<file path="src/sv/lwrs_pkg.sv">
// lwrs_pkg: shared widths, register indexes and the cell control bundle
// for the lagged window rank select core; no dependencies
package lwrs_pkg;

    localparam int SAMPLE_W     = 32;
    localparam int BARS_W       = 9;
    localparam int LAG_BARS_W   = 9;
    localparam int WINDOW_LEN_W = 7;
    localparam int RANK_W       = 7;
    localparam int CFG_W        = 9;
    localparam int CFG_IDX_W    = 2;
    localparam int S_TDATA_W    = 32;
    localparam int M_TDATA_W    = 48;
    localparam int M_TUSER_W    = 1;
    localparam int BARS_LSB     = SAMPLE_W;

    localparam logic [CFG_IDX_W-1:0] REG_LAG_BARS    = 2'd0;
    localparam logic [CFG_IDX_W-1:0] REG_WINDOW_LEN  = 2'd1;
    localparam logic [CFG_IDX_W-1:0] REG_RANK_WANTED = 2'd2;
    localparam logic [CFG_IDX_W-1:0] REG_PICK_HIGH   = 2'd3;

    typedef struct packed {
        logic clear;
        logic shift;
        logic high;
    } cell_ctrl_t;

endpackage

</file>
<file path="src/sv/lwrs_cell.sv">
// lwrs_cell: one stage of the sorting chain, keeps the best entry seen
// and forwards the rest to its right neighbor; depends on lwrs_pkg
module lwrs_cell #(
    parameter int AGE_W = 6
) (
    input  logic                      aclk,
    input  logic                      aresetn,
    input  lwrs_pkg::cell_ctrl_t      ctrl,
    input  logic                      in_valid,
    input  logic signed [31:0]        in_value,
    input  logic [AGE_W-1:0]          in_age,
    input  logic                      nbr_valid,
    input  logic signed [31:0]        nbr_value,
    input  logic [AGE_W-1:0]          nbr_age,
    output logic                      held_valid,
    output logic signed [31:0]        held_value,
    output logic [AGE_W-1:0]          held_age,
    output logic                      pass_valid,
    output logic signed [31:0]        pass_value,
    output logic [AGE_W-1:0]          pass_age
);

    logic               held_valid_reg, held_valid_next;
    logic signed [31:0] held_value_reg, held_value_next;
    logic [AGE_W-1:0]   held_age_reg,   held_age_next;
    logic               pass_valid_reg, pass_valid_next;
    logic signed [31:0] pass_value_reg, pass_value_next;
    logic [AGE_W-1:0]   pass_age_reg,   pass_age_next;
    logic               in_first;

    // larger age is older
    function automatic logic ranks_before(
        input logic signed [31:0] va,
        input logic [AGE_W-1:0]   da,
        input logic signed [31:0] vb,
        input logic [AGE_W-1:0]   db,
        input logic               high
    );
        logic r;
        if (va != vb) begin
            r = high ? (va > vb) : (va < vb);
        end else begin
            r = high ? (da > db) : (da < db);
        end
        return r;
    endfunction

    assign in_first = !held_valid_reg ||
                      ranks_before(in_value, in_age, held_value_reg, held_age_reg, ctrl.high);

    always_comb begin
        held_valid_next = held_valid_reg;
        held_value_next = held_value_reg;
        held_age_next   = held_age_reg;
        pass_valid_next = 1'b0;
        pass_value_next = pass_value_reg;
        pass_age_next   = pass_age_reg;
        priority if (ctrl.clear) begin
            held_valid_next = 1'b0;
        end else if (ctrl.shift) begin
            held_valid_next = nbr_valid;
            held_value_next = nbr_value;
            held_age_next   = nbr_age;
        end else if (in_valid) begin
            if (in_first) begin
                held_valid_next = 1'b1;
                held_value_next = in_value;
                held_age_next   = in_age;
                pass_valid_next = held_valid_reg;
                pass_value_next = held_value_reg;
                pass_age_next   = held_age_reg;
            end else begin
                pass_valid_next = 1'b1;
                pass_value_next = in_value;
                pass_age_next   = in_age;
            end
        end
    end

    always_ff @(posedge aclk) begin
        if (!aresetn) begin
            held_valid_reg <= 1'b0;
            pass_valid_reg <= 1'b0;
        end else begin
            held_valid_reg <= held_valid_next;
            pass_valid_reg <= pass_valid_next;
        end
        held_value_reg <= held_value_next;
        held_age_reg   <= held_age_next;
        pass_value_reg <= pass_value_next;
        pass_age_reg   <= pass_age_next;
    end

    assign held_valid = held_valid_reg;
    assign held_value = held_value_reg;
    assign held_age   = held_age_reg;
    assign pass_valid = pass_valid_reg;
    assign pass_value = pass_value_reg;
    assign pass_age   = pass_age_reg;

endmodule

</file>
<file path="config.mk">
export PLATFORM = sky130hd
export DESIGN_NAME = lwrs_cell
export DESIGN_NICKNAME = d
export VERILOG_FILES = /design/src/sv/lwrs_pkg.sv /design/src/sv/lwrs_cell.sv
export SDC_FILE = /design/constraint.sdc
export NUM_CORES = 1
export LEC_CHECK = 0
export ABC_AREA = 0
export CORE_MARGIN = 8
export CORE_UTILIZATION = 58
export DETAILED_ROUTE_END_ITERATION = 16
export DONT_BUFFER_PORTS = 1
export PLACE_DENSITY_LB_ADDON = 0.05
export SLEW_MARGIN = 20
export SYNTH_ARGS = -nofsm -noshare
export SYNTH_HDL_FRONTEND = slang
export SYNTH_SLANG_ARGS = --single-unit
</file>
<file path="constraint.sdc">
create_clock -name aclk -period 3.6 [get_ports aclk]
set_clock_uncertainty 0.15 [all_clocks]
set_input_delay 0.18 -clock aclk [delete_from_list [all_inputs] [get_ports aclk]]
set_output_delay 0.18 -clock aclk [all_outputs]
set_load 0.03 [all_outputs]
</file>
==> qor.csv, run 1 <==
metric,value,unit
outcome,did not finish,
lastStage,clock tree synthesis,
error_line,[ERROR RSZ-0060] Max buffer count reached.,
die-height,102,µm
pin_count,161,
htreeDepth,3,
num_rows,31,
synth_xor_area_frac,0,
cts_resized,0,
synth_area,4320,µm²
synth_top_area_frac,0.528,
die_w,102,µm
avgSynthCellArea,13.9,µm²
synth-seq-area-share,0.537,
yosys-top-cells-area,"edfxtp_1, mux2_2, ha_1",
synth.largest_area_cell,edfxtp_1,
cts_buffers,9,
syn_nets,433,
hold_buffers,102,
muxShareOfSynthArea,0.201,
yosys.cell_types.count,35,
synth_top_family_by_area,multiplexers,
ys_seq_elements,78,
yosys_warnings,0,
synthAdderAreaFrac,0.110,
clkSinkCount,78,
placed_area,4650,µm²
cts_setup_buffers,0,
synth-simple-area-share,0.0454,
synth_compound_area_frac,0.0590,
synthCells,312,
dp_hpwl,7630,µm
gp_congestion,0.724,
port_buffers,0,
clockRootBuffer,clkbuf_8,
cts_buffer_depth,2,
dp.cells,434,
initial_utilization,0.596,
synth_stat cells, drive strengths merged:
cell type	instances
o32ai	1
nor4	2
nand3	3
a2111o	1
nor3	2
ha	38
o311ai	1
buf	4
a21oi	16
a311oi	1
nor2b	4
o211ai	2
nor2	5
mux2	74
o21a	4
a21boi	2
nand2	9
o21ai	6
clkbuf	5
and4	2
a211o	1
and3	2
nand4	6
a21o	2
edfxtp	76
inv	39
dfxtp	2
nand3b	1
a22o	1
per-stage QoR:
step / hold WS [ps] / setup slack (ps)
after floorplan: 183 / 216
after global placement: 186 / 308
after detailed placement: 188 / 220
cell families after synthesis:
kind of cell	count (synthesis)
mux	74
compound gates	38
simple gates	36
flops	78
buf+inv	48
fa+ha+maj	38
==> run 2, diff against run 1 <==
--- a/config.mk
+++ b/config.mk
@@ -7,10 +7,10 @@
 export LEC_CHECK = 0
 export ABC_AREA = 0
 export CORE_MARGIN = 8
-export CORE_UTILIZATION = 58
+export CORE_UTILIZATION = 40
 export DETAILED_ROUTE_END_ITERATION = 16
 export DONT_BUFFER_PORTS = 1
-export PLACE_DENSITY_LB_ADDON = 0.05
+export PLACE_DENSITY_LB_ADDON = 0.15
 export SLEW_MARGIN = 20
 export SYNTH_ARGS = -nofsm -noshare
 export SYNTH_HDL_FRONTEND = slang
==> constraint.sdc (replaced) <==
create_clock -name aclk -period 4.7 [get_ports aclk]
set_clock_uncertainty 0.15 [all_clocks]
set_input_delay 0.235 -clock aclk [delete_from_list [all_inputs] [get_ports aclk]]
set_output_delay 0.235 -clock aclk [all_outputs]
set_load 0.03 [all_outputs]
==> qor.csv, run 2 <==
metric,value,unit,change
utilization,0.515,,
endpoint,pass_value[0],,
endpoint_kind,flop,,
clk-insertion-delay-late,350,ps,
grt_overflow,0,,
synth_common_cells,"edfxtp_1, mux2_2, inv_1",,
htreeDepth,3,,unchanged
hold_class,input port to flop,,
fill_cells,955,,
muxShareOfSynthArea,0.201,,unchanged
synth_area,4320,µm²,unchanged
crit_type,flop to flop,,
synth_top_area_frac,0.528,,unchanged
maxCapViolCount,0,,
synth_top_family_by_area,multiplexers,,
finalSetupViolations,0,,
num_antenna_cells,0,,
die-height,120,µm,+17%
yosys.cell_types.count,35,,unchanged
hold_buffers,80,,-22%
grt_max_degree,41,,
path_clk_slew,80,ps,
crit_cells,10,,
initial_utilization,0.404,,-0.192
cts_setup_buffers,0,,unchanged
syn_nets,433,,unchanged
pin_count,161,,unchanged
cp_max_fo,15,,
drt_first_pass_iters,4,,
cts_resized,0,,unchanged
grt_antenna_before_repair,0,,
r2r_slack,730,ps,
post_drt_wl_per_cell,21.3,µm,
drt-total-wl,11500,µm,
reg2reg_depth,10,,
timing.final.crit_share,0.845,,
startpoint,held_value[14],,
worstPathArrival,3920,ps,
final_common_cell,dlygate4sd3_1,,
routed_via_density,5.19,,
async_flop_share,0,,unchanged
synthCells,312,,unchanged
drive_above_1_share,0.238,,
avgSynthCellArea,13.9,µm²,unchanged
synth-seq-area-share,0.537,,unchanged
crit_family,compound AO/OA/AOI/OAI gates,,
grt_pass1_vias,3144,,
synth_most_common_cell,edfxtp_1,,
tightest_slew,784,ps,
synth-simple-area-share,0.0454,,unchanged
ir_drop,0.152,mV,
slew_headroom,0.476,,
synth_ff_type,edfxtp_1,,
crit_slowest_cell,o311ai_4,,
grt_setup_unrepaired,false,,
core,10700,µm²,
area_growth,27.6,%,
outcome,completed,,
cts_buffers,9,,unchanged
finalHoldViolCount,0,,
drt_iter0_markers,99,,
port_buffers,0,,unchanged
num_rows,38,,+23%
grt_pass1_wl,18100,µm,
gp_congestion,0.672,,-7.2%
fmax,252,MHz,
period_minus_slack,3970,ps,
required,4650,ps,
synth_compound_area_frac,0.0590,,unchanged
critPathBufInv,2,,
synth_xor_area_frac,0,,unchanged
grtUsageTotal,0.164,,
nets,519,,
drc,0,,
route.vias.total,2817,,
r2r-start,held_value[14],,
ys_seq_elements,78,,unchanged
synthAdderAreaFrac,0.110,,unchanged
timing.rr.end,pass_value[0],,
crit_path_start_kind,flop,,
dp_hpwl,7900,µm,+3.5%
synth.largest_area_cell,edfxtp_1,,
power_density,315,nW/µm²,
yosys-top-cells-area,"edfxtp_1, mux2_2, ha_1",,
die_w,120,µm,+17%
die_area,14400,µm²,
cts_tree,yes,,
synth_edf_count,76,,unchanged
cpPeakStageDelay,720,ps,
yosys_warnings,0,,unchanged
crit_top_cell,a21oi_1,,
clockRootBuffer,clkbuf_8,,
drtAntennaViolNets,0,,
crit_chain,inv_1 > ha_1 > nand4_1 > nor4_1 > nand3_1 > a21oi_1 > a21oi_1 > o311ai_4 > buf_4 > mux2_2,,
p_leak,2.20,nW,
maxSlewViolCount,0,,
fin_tns_setup,0,ps,
final_cell_mix,"dlygate4sd3_1, edfxtp_1, mux2_2",,
clkSinkCount,78,,unchanged
cts_buffer_depth,2,,unchanged
[run 2: cell counts after synthesis]
Identical to the previous run, type by type.
[run 2: layout make-up]
| type | count | area, µm² | area share |
|---|---|---|---|
| inverters | 39 | 146 | 0.0265 |
| well taps | 140 | 175 | 0.0318 |
| repair buffers | 84 | 853 | 0.155 |
| flip-flops and latches | 78 | 2320 | 0.421 |
| multi-input cells | 186 | 1810 | 0.329 |
| clock inverters | 6 | 76.3 | 0.0138 |
| clock buffers | 10 | 128 | 0.0231 |
[run 2: worst reg2reg max path: stages (launching register included)]
cell      delay (ps)
edfxtp_1         560
inv_1             90
ha_1             330
nand4_1          160
nor4_1           490
nand3_1          200
a21oi_1          180
a21oi_1           90
o311ai_4         720
buf_4            390
mux2_2           380
[run 2: power breakdown]
part	internal [mW]	total (mW)	leakage [nW]	switching, mW
Sequential	0.819	0.922	0.733	0.104
Clock	0.294	0.545	0.103	0.251
Combinational	0.154	0.270	1.36	0.115
[run 2: routing by layer]
layer / track usage / up-vias / part of all wire
met2: 0.267 / 95 / 0.49
met3: 0.0700 / 13 / 0.10
li1: - / 1344 / -
met5: 0 / - / 0
met4: 0.0570 / 0 / 0.013
met1: 0.189 / 1365 / 0.39
[run 2: logic make-up after synthesis]
family	after synthesis
and+or+nand+nor	36
DFF	78
adders and majority gates	38
muxes	74
AOI/OAI and AO/OA	38
buffers and inverters	48
[run 2: stage by stage]
step / instance area, µm² / hold slack (ps) / worst slack, ps / power, mW / cells
5_1_grt: 5510 / 11.3 / 378 / 1.82 / 543
6_report: 5510 / 27.5 / 729 / 1.74 / 543
3_5_place_dp: 4500 / 249 / 680 / 1.14 / 447
3_3_place_gp: 4500 / 240 / 717 / 1.14 / 447
4_1_cts: 5510 / 2.23 / 656 / 1.76 / 543
2_1_floorplan: 4320 / 238 / 667 / 1.09 / 312
[run 2: worst min-delay path by stage]
stage | from | to | slack (ps) | cells after the start
3_3_place_gp | aresetn | held_valid | 240 | 1
4_1_cts | in_age[0] | held_age[0] | 2 | 2
3_5_place_dp | aresetn | held_valid | 250 | 1
6_report | ctrl[1] | pass_value[13] | 30 | 1
5_1_grt | ctrl[1] | pass_value[13] | 10 | 1
2_1_floorplan | aresetn | held_valid | 240 | 1
(Power assumes the default switching activity.)
